**src/design/tcpq_pkg.sv**
```systemverilog
// ----------------------------------------------------------------------------
// tcpq_pkg
// shared types and constants for the two-class priority ring queue
// ----------------------------------------------------------------------------
package tcpq_pkg;

    // built queue depth, the count width derived from it, and fixed widths
    localparam int DEPTH   = 16;
    localparam int CNT_W   = $clog2(DEPTH + 1);
    localparam int CAP_W   = 5;
    localparam int VALUE_W = 10;
    localparam int STAT_W  = 2;

    // result status codes
    localparam logic [STAT_W-1:0] STATUS_DONE  = 2'd0;
    localparam logic [STAT_W-1:0] STATUS_FULL  = 2'd1;
    localparam logic [STAT_W-1:0] STATUS_EMPTY = 2'd2;

    // input command codes
    localparam logic CMD_PUSH = 1'b0;
    localparam logic CMD_POP  = 1'b1;

    // classified operation kinds
    typedef enum logic [1:0] {
        OP_PUSH_TAIL   = 2'd0,
        OP_PUSH_URGENT = 2'd1,
        OP_POP         = 2'd2
    } op_kind_t;

    // one held queue entry
    typedef struct packed {
        logic               stop;
        logic               urgent;
        logic [VALUE_W-1:0] value;
    } entry_t;

    // classified operation passed from front to back
    typedef struct packed {
        op_kind_t kind;
        entry_t   entry;
    } op_t;

    // one result transaction
    typedef struct packed {
        logic [STAT_W-1:0]  status;
        entry_t             entry;
        logic [CNT_W-1:0]   occupancy;
    } result_t;

endpackage

```
**src/design/tcpq_front.sv**
```systemverilog
// ----------------------------------------------------------------------------
// tcpq_front
// accepts input transactions and classifies them into queue operations
// ----------------------------------------------------------------------------
module tcpq_front
    import tcpq_pkg::*;
(
    input  logic               in_valid,
    output logic               in_stall,
    input  logic               command,
    input  logic [VALUE_W-1:0] item_value,
    input  logic               item_urgent,
    input  logic               item_stop,
    input  logic               cq_full,
    output logic               cq_push,
    output op_t                cq_op
);

    // stall while the command queue has no room
    assign in_stall = cq_full;
    assign cq_push  = in_valid & ~cq_full;

    // classify: pop; stop markers and normal items to tail, rest urgent push
    always_comb
    begin
        cq_op.entry.value  = item_value;
        cq_op.entry.urgent = item_urgent;
        cq_op.entry.stop   = item_stop;
        if (command == CMD_POP)
        begin
            cq_op.kind = OP_POP;
        end
        else if (item_urgent && !item_stop)
        begin
            cq_op.kind = OP_PUSH_URGENT;
        end
        else
        begin
            cq_op.kind = OP_PUSH_TAIL;
        end
    end

endmodule

```
**src/design/tcpq_cmd_queue.sv**
```systemverilog
// ----------------------------------------------------------------------------
// tcpq_cmd_queue
// two-entry queue of classified operations between front and back
// ----------------------------------------------------------------------------
module tcpq_cmd_queue
    import tcpq_pkg::*;
(
    input  logic clk,
    input  logic rst_n,
    input  logic push,
    input  logic pop,
    output logic full,
    output logic not_empty,
    input  op_t  wr_op,
    output op_t  rd_op
);

    op_t        mem_reg [2];
    logic       wr_ptr_reg, wr_ptr_next;
    logic       rd_ptr_reg, rd_ptr_next;
    logic [1:0] cnt_reg, cnt_next;
    logic       do_push, do_pop;

    assign do_push = push & (cnt_reg != 2'd2);
    assign do_pop  = pop & (cnt_reg != 2'd0);

    // status back to the two sides
    assign full      = (cnt_reg == 2'd2);
    assign not_empty = (cnt_reg != 2'd0);

    assign rd_op = mem_reg[rd_ptr_reg];

    // pointer and fill count update
    always_comb
    begin
        wr_ptr_next = do_push ? ~wr_ptr_reg : wr_ptr_reg;
        rd_ptr_next = do_pop ? ~rd_ptr_reg : rd_ptr_reg;
        cnt_next    = cnt_reg;
        if (do_push && !do_pop)
        begin
            cnt_next = cnt_reg + 2'd1;
        end
        else if (do_pop && !do_push)
        begin
            cnt_next = cnt_reg - 2'd1;
        end
    end

    always_ff @(posedge clk or negedge rst_n)
    begin
        if (!rst_n)
        begin
            wr_ptr_reg <= 1'b0;
            rd_ptr_reg <= 1'b0;
            cnt_reg    <= 2'd0;
        end
        else
        begin
            wr_ptr_reg <= wr_ptr_next;
            rd_ptr_reg <= rd_ptr_next;
            cnt_reg    <= cnt_next;
        end
    end

    // storage write
    always_ff @(posedge clk)
    begin
        if (do_push)
        begin
            mem_reg[wr_ptr_reg] <= wr_op;
        end
    end

endmodule

```
**src/design/tcpq_back.sv**
```systemverilog
// ----------------------------------------------------------------------------
// tcpq_back
// row of queue cells in head-first order, carries out push and pop
// ----------------------------------------------------------------------------
module tcpq_back
    import tcpq_pkg::*;
(
    input  logic             clk,
    input  logic             rst_n,
    input  logic             cfg_write_en,
    input  logic [CAP_W-1:0] cfg_write_data,
    input  logic             op_avail,
    input  op_t              op,
    output logic             op_take,
    output logic             res_valid,
    input  logic             res_stall,
    output result_t          res
);

    entry_t           cell_reg [DEPTH];
    logic [CNT_W-1:0] count_reg, count_next;
    logic [CNT_W-1:0] cap_reg, cap_next;
    logic             res_valid_reg, res_valid_next;
    result_t          res_reg, res_next;

    logic             full, empty, do_push, do_pop;
    logic [DEPTH-1:0] live, urg_live, ge_pos;

    // take an available operation whenever the result register is empty or being drained
    assign op_take = op_avail & (~res_valid_reg | ~res_stall);
    assign full    = (count_reg >= cap_reg);
    assign empty   = (count_reg == '0);
    assign do_push = op_take & (op.kind != OP_POP) & ~full;
    assign do_pop  = op_take & (op.kind == OP_POP) & ~empty;

    // per-cell flags: held entries and held urgent entries
    always_comb
    begin
        for (int j = 0; j < DEPTH; j++)
        begin
            live[j]     = (CNT_W'(j) < count_reg);
            urg_live[j] = live[j] & cell_reg[j].urgent;
        end
    end

    // cells at or beyond the insertion point
    always_comb
    begin
        for (int j = 0; j < DEPTH; j++)
        begin
            if (op.kind == OP_PUSH_URGENT)
            begin
                ge_pos[j] = ~|(urg_live & ({DEPTH{1'b1}} << j));
            end
            else
            begin
                ge_pos[j] = ~live[j];
            end
        end
    end

    // cell row: shift towards the head on pop, open a gap on push
    for (genvar j = 0; j < DEPTH; j++)
    begin : g_cell
        always_ff @(posedge clk)
        begin
            if (do_pop)
            begin
                if (j < DEPTH - 1)
                begin
                    cell_reg[j] <= cell_reg[(j + 1) % DEPTH];
                end
            end
            else if (do_push && ge_pos[j])
            begin
                if (j == 0)
                begin
                    cell_reg[j] <= op.entry;
                end
                else if (!ge_pos[(j + DEPTH - 1) % DEPTH])
                begin
                    cell_reg[j] <= op.entry;
                end
                else
                begin
                    cell_reg[j] <= cell_reg[(j + DEPTH - 1) % DEPTH];
                end
            end
        end
    end

    // count, capacity and result
    always_comb
    begin
        count_next     = count_reg;
        cap_next       = cap_reg;
        res_valid_next = res_valid_reg;
        res_next       = res_reg;

        if (res_valid_reg && !res_stall)
        begin
            res_valid_next = 1'b0;
        end

        if (cfg_write_en)
        begin
            count_next = '0;
            priority if (cfg_write_data == '0)
            begin
                cap_next = CNT_W'(1);
            end
            else if (CNT_W'(cfg_write_data) > CNT_W'(DEPTH))
            begin
                cap_next = CNT_W'(DEPTH);
            end
            else
            begin
                cap_next = CNT_W'(cfg_write_data);
            end
        end
        else if (op_take)
        begin
            res_valid_next = 1'b1;
            res_next.entry = '0;
            res_next.status = STATUS_DONE;
            if (op.kind == OP_POP)
            begin
                if (empty)
                begin
                    res_next.status = STATUS_EMPTY;
                end
                else
                begin
                    res_next.entry = cell_reg[0];
                    count_next     = count_reg - CNT_W'(1);
                end
            end
            else
            begin
                if (full)
                begin
                    res_next.status = STATUS_FULL;
                end
                else
                begin
                    count_next = count_reg + CNT_W'(1);
                end
            end
            res_next.occupancy = count_next;
        end
    end

    always_ff @(posedge clk or negedge rst_n)
    begin
        if (!rst_n)
        begin
            count_reg     <= '0;
            cap_reg       <= CNT_W'(DEPTH);
            res_valid_reg <= 1'b0;
        end
        else
        begin
            count_reg     <= count_next;
            cap_reg       <= cap_next;
            res_valid_reg <= res_valid_next;
        end
    end

    // result payload
    always_ff @(posedge clk)
    begin
        res_reg <= res_next;
    end

    assign res_valid = res_valid_reg;
    assign res       = res_reg;

endmodule

```
**src/design/two_class_priority_ring_queue.sv**
```systemverilog
// ----------------------------------------------------------------------------
// two_class_priority_ring_queue: an input passes the command queue, then the
// result register; throughput one transaction per cycle while out_stall is low
// reset empties the queue and sets capacity to 16, no clearing pass
// ----------------------------------------------------------------------------
module two_class_priority_ring_queue
    import tcpq_pkg::*;
(
    input  logic               clk,
    input  logic               rst_n,
    input  logic               cfg_write_en,
    input  logic [CAP_W-1:0]   cfg_write_data,
    input  logic               in_valid,
    output logic               in_stall,
    input  logic               command,
    input  logic [VALUE_W-1:0] item_value,
    input  logic               item_urgent,
    input  logic               item_stop,
    output logic               out_valid,
    input  logic               out_stall,
    output logic [STAT_W-1:0]  status,
    output logic [VALUE_W-1:0] out_value,
    output logic               out_urgent,
    output logic               out_stop,
    output logic [CNT_W-1:0]   occupancy
);

    logic     cq_full, cq_not_empty;
    op_t      front_op, back_op;
    logic     front_push, back_take;
    result_t  res;

    // front: accept and classify
    tcpq_front u_front (
        .in_valid    (in_valid),
        .in_stall    (in_stall),
        .command     (command),
        .item_value  (item_value),
        .item_urgent (item_urgent),
        .item_stop   (item_stop),
        .cq_full     (cq_full),
        .cq_push     (front_push),
        .cq_op       (front_op)
    );

    // command queue between the parts
    tcpq_cmd_queue u_cmd_queue (
        .clk       (clk),
        .rst_n     (rst_n),
        .push      (front_push),
        .pop       (back_take),
        .full      (cq_full),
        .not_empty (cq_not_empty),
        .wr_op     (front_op),
        .rd_op     (back_op)
    );

    // back: cell row and result register
    tcpq_back u_back (
        .clk            (clk),
        .rst_n          (rst_n),
        .cfg_write_en   (cfg_write_en),
        .cfg_write_data (cfg_write_data),
        .op_avail       (cq_not_empty),
        .op             (back_op),
        .op_take        (back_take),
        .res_valid      (out_valid),
        .res_stall      (out_stall),
        .res            (res)
    );

    assign status     = res.status;
    assign out_value  = res.entry.value;
    assign out_urgent = res.entry.urgent;
    assign out_stop   = res.entry.stop;
    assign occupancy  = res.occupancy;

endmodule
```
**config.mk**
```make
export PLATFORM = sky130hd
export DESIGN_NAME = two_class_priority_ring_queue
export DESIGN_NICKNAME = d
export VERILOG_FILES = /design/src/design/tcpq_pkg.sv /design/src/design/tcpq_front.sv /design/src/design/tcpq_cmd_queue.sv /design/src/design/tcpq_back.sv /design/src/design/two_class_priority_ring_queue.sv
export SDC_FILE = /design/constraint.sdc
export NUM_CORES = 1
export LEC_CHECK = 0
export BUFFER_PORTS_ARGS = -buffer_cell sky130_fd_sc_hd__buf_4
export CAP_MARGIN = 5
export CORE_MARGIN = 4
export CORE_UTILIZATION = 63
export CTS_CLUSTER_SIZE = 28
export DETAILED_ROUTE_END_ITERATION = 16
export PLACE_DENSITY = 0.81
export SLEW_MARGIN = 0
export SYNTH_ARGS = -nofsm -noshare
export SYNTH_HDL_FRONTEND = slang
export SYNTH_HIERARCHICAL = 1
export SYNTH_SLANG_ARGS = --single-unit
```
**constraint.sdc**
```tcl
create_clock -name clk -period 4.2 [get_ports clk]
set_input_delay 0.21 -clock clk [delete_from_list [all_inputs] [get_ports clk]]
set_output_delay 0.21 -clock clk [all_outputs]
set_load 0.01 [all_outputs]
```
After elaboration in Yosys (flattened, before gate mapping) --
Memory sizes are Yosys's and may differ from the RTL's. Cells that the tools add are included.
Word-level totals: bits in registers 34, input port bits 23, memories 2, logic and storage cells 372, RAM bits 220, output and inout bits 21
Memory list:
- u_back.cell_reg | words 16, width 12, read ports 16, clocked after memory_dff 0, write ports 16, line tcpq_back.sv:20 | entry_t cell_reg [DEPTH];
- u_cmd_queue.mem_reg | words 2, width 14, read ports 1, clocked after memory_dff 0, write ports 1, line tcpq_cmd_queue.sv:18 | op_t mem_reg [2];
Operators by class: bitwise logic cells 80, $add $sub $neg 4, multiplexer cells 190, equality and inequality tests 5, magnitude comparators 18, reduce and logical (&&, ||, !) cells 62
Operators with widths (count):
- $mux 12 | 30
- $mux 1 | 148
- $lt 4x5->1 const A | 8
- $mux 5 | 7
- $or 1x1->1 | 31
- $not 1->1 | 25
- $and 1x1->1 | 24
- $logic_and 1x1->1 | 20
- $logic_not 1->1 | 20
- $lt 3x5->1 const A | 4
- $reduce_or 16->1 | 1
- $reduce_or 15->1 | 1
- $reduce_or 14->1 | 1
- $reduce_or 13->1 | 1
- $reduce_or 12->1 | 1
- $reduce_or 11->1 | 1
- $logic_not 5->1 | 2
- $lt 1x5->1 const A | 2
- $lt 2x5->1 const A | 2
- $mux 2 | 5
- $reduce_or 10->1 | 1
- $reduce_or 9->1 | 1
- $reduce_or 8->1 | 1
- $reduce_or 7->1 | 1
- other kinds (16) | 21

Longest topological paths before layout --
Gate-level depths: netlist of the first run.
word-level depth 11, gate-level depth with buffers 14, gate-level depth less buffers 9

Cells and area by module --
Netlist of the first run, hierarchy kept.
By module, submodules not included:
- tcpq_back | cells an instance 1049, area an instance 11737.5 µm², sequential area each 6612.6 µm², times used 1
- tcpq_cmd_queue | cells an instance 63, area an instance 1263.7 µm², sequential area each 940.9 µm², times used 1
- tcpq_front | cells an instance 16, area an instance 123.9 µm², sequential area each 0.0 µm², times used 1

Least setup slack after synthesis of the first run --
Ideal clock, no wire load.
kind register to register, from register u_back.count_reg[0], to memory u_back/cell_reg[1][24] (netlist name) (enable), clock period less this slack 3.164 ns, data arrival time 2.766 ns, path buffers 3, stages on the path, launching flop included 10, slack 1.036 ns, setup time 0.398 ns, data required time 3.802 ns, path through dfrtp_1 -> buf_6 -> clkbuf_1 -> inv_1 -> ha_1 -> nor2b_1 -> o21a_1 -> o211ai_1 -> buf_2 -> o21ai_0
RTL lines:
- start: declaration | line tcpq_back.sv:21 | logic [CNT_W-1:0] count_reg, count_next;
- start signal: assignment | line tcpq_back.sv:163 | count_reg <= count_next;
- end: declaration | line tcpq_back.sv:20

==> results.py, run 1 <==
metrics = {
    "detailed_routing": {
        "routed_via_density": 6.22,
        "wl_met1_mm": 12.2,
        "top_layer_used": "met4",
        "drt.antenna.violating_nets": 0,
        "route.met3.wl_mm": 1.60,
        "drc": 0,
        "first_iter_violations": 781,
        "dr.pass1.iters": 5,
        "dr_total_vias": 8980,
        "wl_met2_mm": 14.6,
        "drt_wl_total_mm": 29.4,
        "routedWlPerCell_um": 20.4,
    },
    "yosys": {
        "ys_async_sr_fraction_pct": 5.91,
        "synthAdderAreaFrac_pct": 0.953,
        "yosys_register_bits": 254,
        "yosysUniqueCellTypes": 65,
        "syn_avg_cell_area_sq_um": 11.6,
        "synth.area.mux_share_pct": 14.8,
        "synth_area_leaders": "edfxtp_1, mux2i_1, a21oi_1",
        "synth_area_leader_cell": "edfxtp_1",
        "synthesis.nets": 1161,
        "synthSimpleGateAreaFrac_pct": 9.95,
        "synth_cells": 1128,
        "synth_edf_count": 239,
        "ys.flop_type": "edfxtp_1",
        "synth_area_sq_mm": 0.0131,
        "synth-xor-area-share_pct": 0.400,
        "seq_area_frac_synth_pct": 57.6,
        "synth_top_family_by_area": "multiplexers",
        "yosys_warnings": 6,
        "synth_top_area_share_pct": 54.7,
        "synth_compound_area_share_pct": 12.2,
    },
    "worst_setup_path": {
        "crit_path_start_kind": "flop",
        "r2r_cells": 7,
        "critPathKind": "flop to flop",
        "crit_slowest_cell": "o21ai_2",
        "cpPeakStageDelay_ns": 0.76,
        "crit_path_cell_trace": "a41oi_2, o2111ai_2, a2111oi_4, o21ai_2, nand3b_1, mux2i_1, a21oi_1",
        "crit_arrival_ns": 3.88,
        "cp_max_fo": 26,
        "worstPathRequired_ns": 4.46,
        "end_kind": "flop",
    },
    "clock_network": {
        "cts_buffers": 26,
        "cts_tree": "built",
        "post_cts_buffers": 0,
        "clk_pin_slew_ns": 0.07,
        "cts_buffer_depth": 3,
        "cts_sinks": 254,
        "clkLatencyLatePin_ns": 0.54,
        "h-tree-depth": 1,
        "cts-root-buf": "clkbuf_16",
    },
    "worst_hold_path": {
        "hold_class": "input pin to flop",
        "min_path_cells": 4,
    },
    "floorplanning": {
        "core_area_sq_mm": 0.0204,
        "rows": 52,
        "die_area_sq_mm": 0.0232,
        "initial_core_util_pct": 64.5,
        "die_w_um": 152,
        "die_y_um": 152,
        "ios": 44,
    },
    "cells_and_area": {
        "fillers": 1377,
        "area_growth_pct": 11.6,
        "layout_commonest_cell": "edfxtp_1",
        "layout-drive-gt1-share_pct": 14.5,
        "largest_reg_flops": 192,
        "diodes": 0,
        "final_cell_mix": "edfxtp_1, mux2i_1, nor2_1",
        "nNetsFinal": 1187,
    },
    "sta": {
        "fin_worst_skew_ns": 0.0230,
        "fin_setup_tns_ns": 0,
        "rsz0062_at_grt": "false",
        "final-max-slew-violation-count": 0,
        "timing.final.hold_violations": 0,
        "finalWorstSetupSlack_ns": 0.580,
        "period_share_pct": 86.2,
        "setup_viol": 0,
        "slew_headroom_pct": 22.5,
        "tightest_slew_ns": 1.16,
        "period_needed_ns": 3.62,
        "timing.fmax_ghz": 0.276,
    },
    "global_route": {
        "grt_pass1_wl_mm": 47.0,
        "grt_pass1_vias": 8897,
        "grt_max_degree": 50,
        "grt.total_usage_pct": 24.6,
        "grt_overflow_total": 0,
        "antenna_found_initial": 0,
    },
    "placement": {
        "io_buffers": 43,
        "post-place-ws_ns": 0.610,
        "gp_congestion": 0.874,
        "dp_hpwl_mm": 19.5,
    },
    "flow_run": {
        "maxCapViolCount": 0,
    },
    "outcome": {
        "status": "finished, final reports clean",
    },
}
[critical path, delay by kind of cell (launching register included)]
kind / cells / cell delay (ns)
AND/OR/NAND/NOR: 1 / 0.66
flip-flops: 1 / 0.75
multiplexers: 1 / 0.29
AO/OA/AOI/OAI: 5 / 1.63
[Yosys cell counts, drive strengths merged (14+ instances only)]
master and instances:
mux2 39, and3 16, o21ai 78, mux2i 147, a22oi 14, edfxtp 239
a21o 17, a21oi 105, buf 47, nand2 120, nor2 123, clkbuf 48
dfrtp 14
[cells by family after synthesis]
kind of cell / Yosys count
flip-flops: 254
multiplexers: 186
AO/OA/AOI/OAI: 263
AND/OR/NAND/NOR: 304
buffers and inverters: 105
adder cells (fa/ha/maj): 10
XOR/XNOR: 6
[metal layers]
layer	GRT usage, %	up-vias
li1	-	4206
met1	33.1	4371
met2	41.7	334
met3	2.98	69
met4	8.82	0
met5	0	-
[repair_timing]
action	4_1_cts	5_1_grt
hold buffers	22	0
resized for setup	0	0
endpoints found under the hold margin	53	0
[final cells by class]
| type | count | area, sq um | area share [%] |
|---|---|---|---|
| Sequential cell | 254 | 7550 | 51.6 |
| Multi-Input combinational cell | 769 | 5050 | 34.5 |
| Timing Repair Buffer | 93 | 753 | 5.14 |
| Clock buffer | 32 | 714 | 4.88 |
| Tap cell | 270 | 338 | 2.31 |
| Clock inverter | 15 | 200 | 1.37 |
| Inverter | 10 | 37.5 | 0.256 |
[path summary, 6_finish.rpt]
check,start,to,slack (ns)
setup reg to reg,u_back/count_reg[1],u_back/cell_reg[1][19],0.58
hold reg to reg,u_cmd_queue/cnt_reg[1],u_cmd_queue/cnt_reg[1],0.50
hold / removal,cfg_write_data[0],u_back/cap_reg[0],0.06
min in group asynchronous,rst_n,u_back/res_valid,0.07
setup / recovery,u_back/count_reg[1],u_back/cell_reg[1][19],0.58
max in group asynchronous,rst_n,u_back/cap_reg[4],3.88
[per-stage QoR]
stage / instances / util (%) / area (sq um) / hold WS (ns)
floorplan: 1128 / - / 13100 / -0.0856
global placement: 1374 / 66.4 / 13500 / 0.0733
CTS: 1443 / 71.9 / 14600 / 0.0440
detailed placement: 1374 / 66.4 / 13500 / 0.0789
global route: 1443 / 71.9 / 14600 / 0.0924
finish: 1443 / 71.9 / 14600 / 0.0582
Power of run 1 is left out: the tool's default activity adds up to more than one toggle a clock period on the data nets, which glitch-free logic cannot reach.
==> run 2, diff against run 1 <==
--- a/config.mk
+++ b/config.mk
@@ -13,2 +13,3 @@
 export DETAILED_ROUTE_END_ITERATION = 16
+export GPL_ROUTABILITY_DRIVEN = 0
 export PLACE_DENSITY = 0.81
--- a/constraint.sdc
+++ b/constraint.sdc
@@ -3,2 +3,2 @@
 set_output_delay 0.21 -clock clk [all_outputs]
-set_load 0.01 [all_outputs]
+set_load 0.1 [all_outputs]
==> results.py, run 2 (synthesized netlist as in run 1, its figures left out) <==
metrics = {
    "sta": {
        "final-max-slew-violation-count": 0,
        "slew_headroom_pct": 17.9,
        "timing.fmax_ghz": 0.272,
        "period_needed_ns": 3.68,
        "setup_viol": 0,
        "timing.final.hold_violations": 0,
        "tightest_slew_ns": 1.23,
        "rsz0062_at_grt": "false",
        "fin_setup_tns_ns": 0,
        "fin_worst_skew_ns": 0.0232,
        "period_share_pct": 87.7,
    },
    "placement": {
        "io_buffers": 43,
        "dp_hpwl_mm": 19.3,
    },
    "worst_setup_path": {
        "cp.buffers_inverters": 0,
        "crit_family": "compound AO/OA/AOI/OAI gates",
        "cp_num_cells": 7,
        "crit_path_frequent_cell": "a21oi_1",
        "crit_path_start_kind": "flop",
        "r2r_cells": 7,
        "critPathKind": "flop to flop",
        "rr_startpoint": "u_back/count_reg[4]",
        "crit_path_cell_trace": "ha_1, a21oi_1, o211a_1, o211ai_1, nand2b_1, a21oi_1, a21o_1",
        "critPathLaunch": "u_back/count_reg[4]",
        "crit_arrival_ns": 4.06,
        "cpPeakStageDelay_ns": 0.95,
        "crit_slowest_cell": "a21oi_1",
        "cp_max_fo": 17,
        "worstPathRequired_ns": 4.58,
        "end_kind": "flop",
    },
    "floorplanning": {
        "die_y_um": 152,
        "die_area_sq_mm": 0.0232,
        "die_w_um": 152,
        "rows": 52,
        "ios": 44,
        "initial_core_util_pct": 64.5,
        "core_area_sq_mm": 0.0204,
    },
    "detailed_routing": {
        "dr.pass1.iters": 5,
        "routedWlPerCell_um": 20.3,
        "first_iter_violations": 938,
        "dr_total_vias": 9042,
        "drt.antenna.violating_nets": 0,
        "routed_via_density": 6.26,
        "drc": 0,
        "drt_wl_total_mm": 29.3,
    },
    "worst_hold_path": {
        "min_path_cells": 4,
        "holdCritStartpoint": "cfg_write_data[0]",
        "hold_class": "input pin to flop",
    },
    "cells_and_area": {
        "layout_commonest_cell": "edfxtp_1",
        "area_growth_pct": 11.0,
        "nNetsFinal": 1187,
        "final_cell_mix": "edfxtp_1, mux2i_1, nor2_1",
        "largest_reg_flops": 192,
        "layout-drive-gt1-share_pct": 14.4,
        "diodes": 0,
    },
    "flow_run": {
        "maxCapViolCount": 0,
    },
    "global_route": {
        "grt.total_usage_pct": 24.4,
        "antenna_found_initial": 0,
        "grt_overflow_total": 0,
        "grt_pass1_wl_mm": 46.5,
        "grt_max_degree": 50,
        "grt_pass1_vias": 8773,
    },
    "clock_network": {
        "clkLatencyLatePin_ns": 0.53,
        "cts_buffer_depth": 3,
        "h-tree-depth": 1,
        "post_cts_buffers": 0,
        "clk_pin_slew_ns": 0.06,
        "cts-root-buf": "clkbuf_16",
        "cts_tree": "built",
        "cts_sinks": 254,
        "cts_buffers": 27,
    },
    "outcome": {
        "status": "finished, final reports clean",
    },
}
run 2: cell types whose count changed in the layout (fill, tap and decap cells not counted):
| cell | previous run | this run |
|---|---|---|
| clkbuf_8 | 2 | 1 |
| clkinv_1 | 3 | 5 |
| clkinv_2 | 7 | 9 |
| clkbuf_1 | 3 | 4 |
| clkinvlp_4 | 1 | 2 |
| dlygate4sd3_1 | 22 | 21 |
| bufinv_16 | 5 | 2 |
run 2: path summary, 6_finish.rpt:
| kind | to | slack, ns |
|---|---|---|
| max | u_back/cell_reg[0][87] | 0.52 |
| min | u_back/cap_reg[0] | 0.05 |
| max reg2reg | u_back/cell_reg[0][87] | 0.52 |
| min reg2reg | u_cmd_queue/cnt_reg[1] | 0.49 |
| max in group asynchronous | u_back/cap_reg[4] | 3.84 |
| min in group asynchronous | u_back/count_reg[3] | 0.11 |
run 2: worst reg2reg max path: cells and delay by family, from the launching register on:
kind            cells  cell delay (ns)
simple gates        1             0.43
fa+ha+maj           1             0.39
compound gates      5             2.02
flops               1             0.70
run 2: metal layers:
| metal | wire length (um) | global-route usage [%] | part of all wire (%) |
|---|---|---|---|
| met1 | 12200 | 33.5 | 42 |
| met2 | 14400 | 41.5 | 49 |
| met3 | 1830 | 2.78 | 6.3 |
| met4 | 786 | 6.98 | 2.7 |
| met5 | 0 | 0 | 0 |
run 2: per-stage QoR:
stage	instance area [sq um]	hold WS [ns]	worst slack [ns]	utilization (%)	cells
final	14600	0.0541	0.518	71.5	1444
after global routing	14600	0.0548	0.299	71.5	1444
after CTS	14600	0.0343	0.633	71.5	1444
after detailed placement	13500	0.0742	0.637	66.4	1374
after global placement	13500	0.0736	0.789	66.4	1374
after floorplan	13100	-0.0856	1.04	-	1128
run 2: repair_timing:
action	4_1_cts	5_1_grt
endpoints found under the hold margin	53	0
hold buffers	21	0
gates resized for setup	0	0
run 2: area by class of cell:
type,count,area [sq um]
Clock buffer,32,704
Fill cell,1328,5800
Clock inverter,17,135
Tap cell,270,338
Multi-Input combinational cell,769,5050
Sequential cell,254,7550
Inverter,10,37.5
Timing Repair Buffer,92,743
Power of run 2 is left out for the same reason.
